==> src/assert_macros.svh <==
// Assertion macros for the power history window averager.
// Expects clk and rst in the scope where a macro is used.
`ifndef ASSERT_MACROS_SVH
`define ASSERT_MACROS_SVH

// Check a property on every clock edge outside reset.
`define PHWA_ASSERT(lbl, prop) \
  lbl: assert property (@(posedge clk) disable iff (rst) prop) \
    else $error("phwa assertion failed");

// Check a property on every clock edge, reset included.
`define PHWA_ASSERT_ALWAYS(lbl, prop) \
  lbl: assert property (@(posedge clk) prop) \
    else $error("phwa assertion failed");

`endif

==> src/phwa_pkg.sv <==
// Shared constants and types for the power history window averager.
// No dependencies; used by the divider and the top level.
package phwa_pkg;

  localparam int HIST_DEPTH_DEF = 256;
  localparam int POWER_W = 21;
  localparam int TIME_W = 32;
  localparam int NUM_W = 38;   // widest dividend: merged running-mean numerator
  localparam int DEN_W = 21;   // widest divisor: magnitude of a 21-bit power
  localparam logic [7:0] SPAN_RESET = 8'd60;
  localparam logic [31:0] SecsPerHour = 32'd3600;

  localparam logic [1:0] MODE_SAMPLE = 2'd0;
  localparam logic [1:0] MODE_AVG = 2'd1;
  localparam logic [1:0] MODE_LEFT = 2'd2;

  typedef struct packed {
    logic start;
    logic [NUM_W-1:0] num;
    logic [DEN_W-1:0] den;
  } div_req_t;

  typedef struct packed {
    logic busy;
    logic done;
    logic [NUM_W-1:0] quo;
  } div_rsp_t;

endpackage

==> src/phwa_div.sv <==
// Unsigned restoring divider, one quotient bit per cycle.
// Depends on phwa_pkg for widths and the request/response structs.
module phwa_div (
  input  logic                clk,
  input  logic                rst,
  input  phwa_pkg::div_req_t  req,
  output phwa_pkg::div_rsp_t  rsp
);
  import phwa_pkg::*;

  localparam int CNT_W = $clog2(NUM_W);

  logic             busy;
  logic             done;
  logic [NUM_W-1:0] quo;
  logic [DEN_W-1:0] rem;
  logic [DEN_W-1:0] den;
  logic [CNT_W-1:0] cnt;

  logic [DEN_W:0]   rem_sh;
  logic [DEN_W+1:0] diff;
  logic             qbit;
  logic [DEN_W-1:0] rem_next;

  always_comb begin
    rem_sh = {rem, quo[NUM_W-1]};
    diff = {1'b0, rem_sh} - {2'b00, den};
    qbit = !diff[DEN_W+1];
    rem_next = qbit ? diff[DEN_W-1:0] : rem_sh[DEN_W-1:0];
  end

  always_ff @(posedge clk) begin
    if (rst) begin
      busy <= 1'b0;
      done <= 1'b0;
    end else begin
      done <= 1'b0;
      if (req.start) begin
        busy <= 1'b1;
        quo <= req.num;
        rem <= '0;
        den <= req.den;
        cnt <= CNT_W'(NUM_W - 1);
      end else if (busy) begin
        rem <= rem_next;
        quo <= {quo[NUM_W-2:0], qbit};
        if (cnt == '0) begin
          busy <= 1'b0;
          done <= 1'b1;
        end else begin
          cnt <= cnt - 1'b1;
        end
      end
    end
  end

  assign rsp.busy = busy;
  assign rsp.done = done;
  assign rsp.quo = quo;

endmodule

==> config.mk <==
export PLATFORM = sky130hd
export DESIGN_NAME = phwa_div
export DESIGN_NICKNAME = d
export VERILOG_FILES = /design/src/assert_macros.svh /design/src/phwa_pkg.sv /design/src/phwa_div.sv
export SDC_FILE = /design/constraint.sdc
export NUM_CORES = 1
export LEC_CHECK = 0
export ABC_AREA = 1
export BUFFER_PORTS_ARGS = -buffer_cell sky130_fd_sc_hd__buf_2
export CORE_MARGIN = 10
export CORE_UTILIZATION = 50
export CTS_CLUSTER_SIZE = 25
export DETAILED_ROUTE_END_ITERATION = 10
export GPL_ROUTABILITY_DRIVEN = 0
export PLACE_DENSITY = 0.75
export SLEW_MARGIN = 20
export SYNTH_ARGS = -nofsm -noshare
export SYNTH_HDL_FRONTEND = slang
export SYNTH_SLANG_ARGS = --single-unit
==> constraint.sdc <==
create_clock -name clk -period 4.1 [get_ports clk]
set_clock_uncertainty 0.2 [all_clocks]
set_input_delay 0 -clock clk [delete_from_list [all_inputs] [get_ports clk]]
set_output_delay 0 -clock clk [all_outputs]
set_load 0.02 [all_outputs]
==> metrics <==
warnings from Yosys=0; First DRT Iteration DRCs=267; CTS max path bufs=2; Remaining DRCs=0; Detailed Routing Iterations Pass 1=5; GRT overflow=0; share of total power in the clock network=a little over a quarter; Sw Share=around 31%; core area=between 0.009 and 0.01 mm^2; f_max=between 300 and 400 MHz; Die Ht=121 um; WP data required=slightly above 4 ns; share of layout cells above drive strength 1=about 17%; synthesized flop and latch total=between 80 and 90; Initial Util=between 50% and 60%; Commonest cells post-synth=nand2_1, inv_1, edfxtp_1; leakage power=~3.3 nW; Vias per Instance=5.00; register area share after synthesis=around half; post-synthesis cell count=~640; Layout Utilization=between 60% and 70%; reg-to-reg slack, setup=between 1 and 1.5 ns; overall power=2.44 mW; power share of the sequential group=between 40 and 50%; die area=0.0147 mm^2; pin count of the biggest net entering global routing=47; relative slew slack=44.6%; top post-synthesis cells by area=edfxtp_1, nand2_1, inv_1, ha_1, nor2_1; Max Transition Viols Final=0; RSZ-0062 raised after global routing=false; final period utilization=between 60% and 70%; CTS clk-pin slew, worst paths=~0.090 ns; DR WL/cell=roughly 15 um; cell with the most instances after synthesis=nand2_1; main flop type after synthesis=edfxtp_1; IO Pins=slightly above 100; routed wire length=around 14 mm; DR vias=4673; combinational share of power=26.7%; share of the synthesized area in the top cell type=between 50% and 60%; initial antenna violation count=0; HPWL Detailed=a little over 9 mm; Synth async-reset ratio=0%; Multi-input gate area=between 0.002 and 0.0025 mm^2; worst slew pin tran=between 0.8 and 0.9 ns; antenna-violating nets left=0; Cell variety after synth=33; CP max FO=33; Final Net Count=883; ANT cells=0; Crit Path Category=register to register; CTS H-tree lvls=3; Max-Cap Viols=0; post-CTS setup buffer count=0; outcome=finished clean; Post-Syn Area=between 0.005 and 0.006 mm^2; PortBufs=101; area delta synth->final=28.4%; Cell Rows=36; FILL cells=slightly below 800; Root Driver=clkbuf_8; number of synthesized flops with an enable pin=86; top cell type by total area after synthesis=edfxtp_1; worst-skew pair later-pin latency=about 0.36 ns; PwrDens=371 mW/mm^2; Setup violations, final=0; first-pass GRT wire length=between 20 and 25 mm; syn nets=between 700 and 800; Worst setup EP type=register; Die Width=about 120 um; TritonCTS Sinks=a little under 90; VDD IR max=0.000268 V; Num CTS Buffers=9; Worst Hold Class=input pin to register; CTS tree=built; Setup TNS=0 ns; post-route minimum period=roughly 2.8 ns; crit path DAT=about 2.8 ns; Mean Syn Cell Area=~8.1 um^2; Pint=roughly 1.7 mW; Final Hold Viols=0; FF/Latch Area=between 0.002 and 0.003 mm^2; CP Launch Type=register; switching pwr=approximately 0.75 mW; All-Layer GR Usage=around a fifth; vias in the first global route=approximately 5000
[worst paths after layout]
kind | startpoint | to | depth (start not counted)
setup / recovery | quo[37]$_DFFE_PP_ | rem[17]$_SDFFCE_PP0P_ | 14
hold / removal | req[59] | rem[1]$_SDFFCE_PP0P_ | 2
setup reg to reg | quo[37]$_DFFE_PP_ | rem[17]$_SDFFCE_PP0P_ | 14
hold reg to reg | busy$_SDFF_PP0_ | done$_SDFF_PP0_ | 2
[cell families (layout without fill, tap and decap cells)]
kind of cell	Yosys count	in the layout	share of synthesized area [%]
buffers and inverters	112	278	8.85
DFF	88	88	51.1
xor gates and xnor gates	9	9	1.54
adders and majority gates	24	24	6.00
and+or+nand+nor	369	369	29.0
AOI/OAI and AO/OA	33	33	3.44
[layer usage]
metal,vias up,wire length [um],track usage (%)
met5,-,0,0
met3,23,1320,7.31
li1,2316,-,-
met4,0,220,6.26
met1,2131,5640,22.3
met2,203,6660,32.2
[power by group through the flow]
stage / combinational [mW] / clock, mW / sequential [mW]
after detailed placement: 0.596 / 0 / 1.14
after global placement: 0.582 / 0 / 1.13
final: 0.653 / 0.670 / 1.12
after global routing: 0.739 / 0.719 / 1.13
after CTS: 0.643 / 0.690 / 1.12
after floorplan: 0.419 / 0 / 1.16
[critical path, cell delays in order (launching register included)]
cell and delay [ns]:
edfxtp_1 0.39, inv_1 0.09, ha_1 0.14, inv_1 0.06, fa_1 0.42, nand3_1 0.11
nand3_2 0.11, nand2_1 0.08, nand2_1 0.09, nand2_1 0.12, nand3_4 0.31, nand2_2 0.27
nand2_1 0.07, nand2_1 0.07, inv_1 0.04
[state kept, by name (all words and copies together), names as in the netlist]
register,flops
busy,1
cnt,6
den,21
done,1
quo,38
rem,21
[layout make-up]
type | instances | area share [%]
Clock inverter | 4 | 1.20
Multi-Input combinational cell | 435 | 31.4
Clock buffer | 11 | 2.15
Tap cell | 133 | 2.53
Sequential cell | 88 | 39.8
Timing Repair Buffer | 167 | 17.5
Inverter | 96 | 5.47
[cell usage in the layout, fill, tap and decap left out, types with 3 or more instances in the layout]
cell and n:
a21oi_1 20, buf_2 101, buf_4 6, clkbuf_8 10, dlygate4sd3_1 60, edfxtp_1 86
ha_1 23, inv_1 95, nand2_1 275, nand2_2 3, nand3_1 28, nand4_1 3
nor2_1 47, o21ai_1 6, xnor2_1 9
[repair_timing]
item	in CTS	in global routing
endpoints found under the hold margin	72	0
gates resized for setup	0	0
endpoints found under the setup margin	0	0
hold buffers	60	0
[stage by stage]
| stage | std cells | setup WS [ns] | instance area (um^2) | hold slack, ns |
|---|---|---|---|---|
| final | 934 | 1.26 | 6590 | 0.132 |
| after global routing | 934 | 0.921 | 6590 | 0.126 |
| after CTS | 934 | 1.23 | 6590 | 0.0791 |
| after detailed placement | 859 | 1.27 | 5770 | -0.0219 |
| after global placement | 859 | 1.36 | 5770 | -0.0219 |
| after floorplan | 635 | 1.05 | 5130 | -0.123 |
(Power assumes the default switching activity.)
