$ cat config.mk
export PLATFORM = sky130hd
export DESIGN_NAME = phwa_ram
export DESIGN_NICKNAME = d
export VERILOG_FILES = /design/src/assert_macros.svh /design/src/phwa_ram.sv
export SDC_FILE = /design/constraint.sdc
export NUM_CORES = 1
export LEC_CHECK = 0
export ABC_CLOCK_PERIOD_IN_PS = 1800
export BUFFER_PORTS_ARGS = -buffer_cell sky130_fd_sc_hd__buf_2
export CAP_MARGIN = 20
export CELL_PAD_IN_SITES_DETAIL_PLACEMENT = 1
export CELL_PAD_IN_SITES_GLOBAL_PLACEMENT = 1
export CORE_ASPECT_RATIO = 0.7
export CORE_MARGIN = 1.5
export CORE_UTILIZATION = 54
export CTS_BUF_LIST = sky130_fd_sc_hd__clkbuf_4
export DETAILED_ROUTE_END_ITERATION = 10
export PLACE_DENSITY = 0.82
export SETUP_SLACK_MARGIN = 0.2
export SYNTH_ARGS = -nofsm -noshare
export SYNTH_HDL_FRONTEND = slang
export SYNTH_SLANG_ARGS = --single-unit
$ cat constraint.sdc
create_clock -name clk -period 1.8 [get_ports clk]
set_input_delay 0.18 -clock clk [delete_from_list [all_inputs] [get_ports clk]]
set_output_delay 0.18 -clock clk [all_outputs]
set_load 0.005 [all_outputs]
$ cat src/assert_macros.svh
// Assertion macros for the power history window averager.
// Expects clk and rst in the scope where a macro is used.
`ifndef ASSERT_MACROS_SVH
`define ASSERT_MACROS_SVH

// Check a property on every clock edge outside reset.
`define PHWA_ASSERT(lbl, prop) \
  lbl: assert property (@(posedge clk) disable iff (rst) prop) \
    else $error("phwa assertion failed");

// Check a property on every clock edge, reset included.
`define PHWA_ASSERT_ALWAYS(lbl, prop) \
  lbl: assert property (@(posedge clk) prop) \
    else $error("phwa assertion failed");

`endif

$ cat src/phwa_ram.sv
// Generic simple dual-port RAM, one write and one registered read port.
// No dependencies.
module phwa_ram #(
  parameter int WIDTH = 8,
  parameter int DEPTH = 16
) (
  input  logic                     clk,
  input  logic                     we,
  input  logic [$clog2(DEPTH)-1:0] waddr,
  input  logic [WIDTH-1:0]         wdata,
  input  logic [$clog2(DEPTH)-1:0] raddr,
  output logic [WIDTH-1:0]         rdata
);

  logic [WIDTH-1:0] mem [DEPTH];

  always_ff @(posedge clk) begin
    if (we) begin
      mem[waddr] <= wdata;
    end
    rdata <= mem[raddr];
  end

endmodule

==> flow_summary.toml, run 1 <==
[status]
outcome = "completed"

[detailed_routing]
drt-pass1-iter-count = 5
wl_um = 10850
detail-route-antenna-nets = 0
drt-initial-drc-count = 181
viasPerCell = 5.906
drc = 0
avgRoutedWirePerCell_um = 25.60
num_vias = 2504

[floorplan]
die_y_um = 84.69
io_pins = 26
start_util = 0.5629
die_w_um = 119.7
dieArea_mm2 = 0.01014
coreArea_mm2 = 0.009144
core.rowCount = 29

[yosys]
synth_seq_area_share = 0.7778
ys_warn_count = 0
synth_nets = 247
netlist-cell-type-count = 19
synth_area_mm2 = 0.005147
syn_area_per_cell_um2 = 22.48
syn-instance-count = 229
ys_ff_latch = 136

[worst_hold_path]
hold_start = "wdata[4]"
min_path_type = "in2reg"

[sta]
setup_viol = 0
drv_slew = 0
hold_violations = 0
finalCritPeriodShare = 0.8097
tns_ns = 0
finClkSkew_ns = 0.01210
fmax_mhz = 686.1
timing.slew.headroom = 0.6867
period_needed_ns = 1.457
tightestPinTransition_ns = 0.4699
rsz0062_at_grt = "false"

[setup_path]
crit_required_ns = 2.16
critPathMaxFanout = 1
end_kind = "flip-flop"
critical_path.startpoint = "mem[10][6]"
startpoint_type = "flip-flop"
crit_arrival_ns = 1.81
rr_startpoint = "mem[10][6]"
setup.worst_path.class = "reg2reg"

[place]
place.gp.congestion = 0.7098
dp_hpwl_um = 7249
port_buffers = 25
placed_area_mm2 = 0.005564

[final_layout]
layout_commonest_cell = "edfxtp_1"
design_area_mm2 = 0.005807
layout_common_cells = "128 x edfxtp_1, 25 x clkbuf_4, 25 x buf_2, 21 x buf_4, 18 x mux4_2"
fin_nets = 305
drive_above_1_share = 0.3233
insertedDiodeCount = 0
synthToLayoutAreaGrowth_pct = 12.81

[grt]
grt_max_degree = 18
grt_pass1_vias = 2695
grt_util_all_layers = 0.2363
grt_pass1_wl_um = 16370
grt_overflow = 0
grt_antenna_before_repair = 0

[clock_network]
cts_buffer_depth = 2
cts_tree = "built"
clkLatencyLatePin_ns = 0.50
cts_buffers = 17
cts_resized = 0
clock_sink_count = 136
root_buffer = "clkbuf_4"
post-cts-setup-buffers = 0
clk_pin_slew_ns = 0.11
hold_buffers = 0
htree_num_levels = 4

[job]
maxCapViolCount = 0

[power]
vdd_ir_drop_max_mv = 0.9081
power_density_mw_per_mm2 = 973.2
power_leakage_nw = 1.978
[synth_stat cells]
| cell | instances | area share |
|---|---|---|
| edfxtp_1 | 128 | 0.75 |
| mux4_2 | 18 | 0.079 |
| a22oi_1 | 16 | 0.023 |
| mux4_1 | 14 | 0.071 |
| nor2_1 | 13 | 0.0095 |
| nand2_1 | 9 | 0.0066 |
| dfxtp_1 | 8 | 0.031 |
| nor3_1 | 4 | 0.0039 |
| buf_2 | 3 | 0.0029 |
| buf_6 | 3 | 0.0066 |
| clkdlybuf4s25_2 | 3 | 0.0058 |
| nand2b_1 | 2 | 0.0024 |
| nand3b_1 | 2 | 0.0029 |
| and2_1 | 1 | 0.0012 |
| and2b_1 | 1 | 0.0015 |
| buf_4 | 1 | 0.0015 |
| nand3_1 | 1 | 0.00097 |
| nor2b_1 | 1 | 0.0012 |
| or3b_2 | 1 | 0.0017 |
[worst max-delay path: stages (launching register included)]
cell      delay [ns]
edfxtp_1        0.39
mux4_2          0.47
a22oi_1         0.28
nand2_1         0.17
[area by class of cell]
| type | instances | area [um2] |
|---|---|---|
| multi-input combinational | 83 | 1062 |
| tap | 124 | 155.1 |
| sequential | 136 | 4004 |
| clock inverter | 7 | 55.05 |
| fill | 799 | 3337 |
| timing repair buffer | 49 | 342.8 |
| clock buffer | 25 | 187.7 |
[registers in the layout, indices dropped and copies added, names as in the netlist]
register,cells
mem,128
rdata,8
[where the power goes]
part	switching [mW]	internal, mW
clock	0.959	0.789
sequential	0.0221	3.53
combinational	0.196	0.151
total	1.18	4.47
[cell families (layout without fill, tap and decap cells)]
logic type,Yosys count,after routing,synth area share
DFF,136,136,0.7778
and+or+nand+nor,35,35,0.03184
muxes,32,32,0.1502
AOI/OAI and AO/OA,16,16,0.02334
buffers and inverters,10,81,0.01677
[routing by layer]
layer,GRT usage,routed length (um),up-vias
li1,-,-,1098
met2,0.3736,5319,57
met5,0,0,-
met3,0.05978,399,8
met1,0.3327,5044,1341
met4,0.07143,90,0
[worst paths after layout]
| path | end | slack (ns) | depth (start not counted) |
|---|---|---|---|
| worst max register to register | rdata[6] | 0.34 | 3 |
| worst min register to register | rdata[3] | 0.70 | 3 |
| worst min-delay path | mem[9][4] | 0.05 | 1 |
| worst max-delay path | rdata[6] | 0.34 | 3 |
[through the flow]
| stage | std cells | worst slack [ns] | power, mW | util | hold slack, ns |
|---|---|---|---|---|---|
| after CTS | 424 | 0.3458 | 5.713 | 0.6351 | 0.01035 |
| after global routing | 424 | 0.3087 | 5.852 | 0.6351 | 0.008028 |
| final | 424 | 0.3425 | 5.651 | 0.6351 | 0.04939 |
| after global placement | 392 | 0.1332 | 3.958 | 0.6085 | 0.5628 |
| after detailed placement | 392 | 0.1456 | 3.982 | 0.6085 | 0.5614 |
| after floorplan | 229 | 0.3539 | 3.803 | - | 0.2789 |
Note: power is estimated with default switching activity, not from simulation.
==> run 2: changes to the inputs <==
--- a/config.mk
+++ b/config.mk
@@ -5,17 +5,17 @@
 export SDC_FILE = /design/constraint.sdc
 export NUM_CORES = 1
 export LEC_CHECK = 0
-export ABC_CLOCK_PERIOD_IN_PS = 1800
+export ABC_CLOCK_PERIOD_IN_PS = 1270
 export BUFFER_PORTS_ARGS = -buffer_cell sky130_fd_sc_hd__buf_2
 export CAP_MARGIN = 20
 export CELL_PAD_IN_SITES_DETAIL_PLACEMENT = 1
 export CELL_PAD_IN_SITES_GLOBAL_PLACEMENT = 1
 export CORE_ASPECT_RATIO = 0.7
 export CORE_MARGIN = 1.5
-export CORE_UTILIZATION = 54
+export CORE_UTILIZATION = 50
 export CTS_BUF_LIST = sky130_fd_sc_hd__clkbuf_4
 export DETAILED_ROUTE_END_ITERATION = 10
-export PLACE_DENSITY = 0.82
+export PLACE_DENSITY = 0.8
 export SETUP_SLACK_MARGIN = 0.2
 export SYNTH_ARGS = -nofsm -noshare
 export SYNTH_HDL_FRONTEND = slang
==> constraint.sdc (replaced) <==
create_clock -name clk -period 1.27 [get_ports clk]
set_input_delay 0.127 -clock clk [delete_from_list [all_inputs] [get_ports clk]]
set_output_delay 0.127 -clock clk [all_outputs]
set_load 0.005 [all_outputs]
==> run 2 against run 1 <==
Compared with the run above:
- the run now ends with setup timing left
- final area is 7.0% higher
- non-clock buffer count grew 14
- critical path depth did not move
- die area grew 7.8%
- clock skew increased by 0.0048 ns
- worst setup slack lost 0.39 ns
- register-to-register slack lost 0.39 ns
- combinational power is 67% higher
- critical endpoint is now rdata[4]
- largest power group unchanged
==> flow_summary.toml, run 2 (synthesis results as in run 1) <==
[sta]
fmax_mhz = 757.6
finalCritPeriodShare = 1.039
drv_slew = 0
period_needed_ns = 1.320
setup_ws_ns = -0.04995
fin_hold_ws_ns = 0.1551
tightestPinTransition_ns = 0.9080
hold_violations = 0
finClkSkew_ns = 0.01686
setup_viol = 5
timing.slew.headroom = 0.3934
rsz0062_at_grt = "true"

[setup_path]
end_kind = "flip-flop"
setup.worst_path.class = "reg2reg"
critical_path.startpoint = "mem[11][4]"
path_cells = "mux4_2, a22oi_1, nand2_1"
slowest_delay_ns = 0.48
critPathMaxFanout = 1
crit_arrival_ns = 1.73
reg2reg_slack_ns = -0.05
crit_required_ns = 1.68
cp_slowest_cell = "mux4_2"
crit_cells = 3
worstPathBufferInverterCount = 0
critPathTopFamily = "multiplexers"
startpoint_type = "flip-flop"
crit_end = "rdata[4]"
r2r_cells = 3
rr_startpoint = "mem[11][4]"
reg2reg_to = "rdata[4]"

[clock_network]
htree_num_levels = 4
clk_pin_slew_ns = 0.10
root_buffer = "clkbuf_4"
cts_buffers = 17
clkLatencyLatePin_ns = 0.53
cts_tree = "built"
cts_buffer_depth = 2
clock_sink_count = 136

[final_layout]
drive_above_1_share = 0.4441
largest_reg_flops = 128
largestRegisters = "mem x128, rdata x8"
fin_nets = 319
top_register = "mem"
design_area_mm2 = 0.006212
fin_cells = 441
nFillCells = 815
synthToLayoutAreaGrowth_pct = 20.69
insertedDiodeCount = 0
layout_commonest_cell = "edfxtp_1"
layout_common_cells = "128 x edfxtp_1, 31 x mux4_2, 23 x buf_2, 20 x clkbuf_4"

[place]
place.gp.congestion = 0.7469
placed_area_mm2 = 0.005774
port_buffers = 25
dp_hpwl_um = 7211
dp.cells = 402

[status]
violations = "setup timing"
outcome = "finished, violations left"

[floorplan]
core.rowCount = 30
coreArea_mm2 = 0.009834
die_w_um = 124.3
start_util = 0.5234
die_y_um = 87.89
dieArea_mm2 = 0.01092
io_pins = 26

[detailed_routing]
viasPerCell = 5.683
drc = 0
wl_um = 10800
drt-initial-drc-count = 154
avgRoutedWirePerCell_um = 24.49
drt-pass1-iter-count = 4
num_vias = 2506
detail-route-antenna-nets = 0

[grt]
grt_overflow = 0
grt_pass1_vias = 2824
grt_max_degree = 19
grt_pass1_wl_um = 16630
grt_util_all_layers = 0.2193
grt_antenna_before_repair = 0

[power]
vdd_ir_drop_max_mv = 0.9018
power_leakage_nw = 2.065
power_mw = 8.669
power_density_mw_per_mm2 = 1395

[worst_hold_path]
min_path_type = "in2reg"
hold_start = "waddr[1]"

[job]
maxCapViolCount = 0
==> run 2: where the power goes <==
group,internal (mW),switching [mW],leakage (nW),total (mW)
logic,0.283,0.296,0.672,0.579
registers,5.01,0.0381,1.22,5.05
clock network,1.59,1.45,0.169,3.04
total,6.89,1.78,2.07,8.67
==> run 2: worst min path at each step <==
stage / end / depth (start not counted)
2_1_floorplan: mem[0][0] / 0
3_3_place_gp: mem[13][7] / 1
3_5_place_dp: rdata[3] / 1
4_1_cts: mem[8][0] / 3
5_1_grt: mem[8][0] / 3
6_report: mem[8][6] / 3
==> run 2: worst register-to-register path: stages, from the launching register on <==
cell and delay (ns):
edfxtp_1 0.42, mux4_2 0.48, a22oi_1 0.23, nand2_1 0.08
==> run 2: repair_timing <==
action / in CTS / in global routing
hold buffers: 8 / 0
gates resized for setup: 11 / 2
endpoints found under the setup margin: 16 / 16
hold endpoints to repair: 128 / 0
buffers inserted: 0 / 0
pin swaps: 2 / 0
==> run 2: area by class of cell <==
class	count	area, um2	area share
Sequential cell	136	4009	0.6453
Multi-Input combinational cell	83	1107	0.1782
Timing Repair Buffer	63	630.6	0.1015
Tap cell	128	160.2	0.02578
Clock inverter	11	155.1	0.02497
Clock buffer	20	150.1	0.02417
==> run 2: metal layers <==
metal	GRT usage	vias up	part of all wire
li1	-	1110	-
met1	0.2864	1303	0.41
met2	0.3696	82	0.51
met3	0.06048	11	0.069
met4	0.06688	0	0.0081
met5	0	-	0
==> run 2: metrics by stage <==
step           setup slack (ns)    util  TNS, ns
2_1_floorplan           0.03999       -        0
3_3_place_gp            -0.2367  0.5872   -4.019
3_5_place_dp            -0.2782  0.5872   -5.932
4_1_cts                -0.05956  0.6310  -0.1772
5_1_grt                -0.09299  0.6317  -0.4070
6_report               -0.04995  0.6317  -0.1133
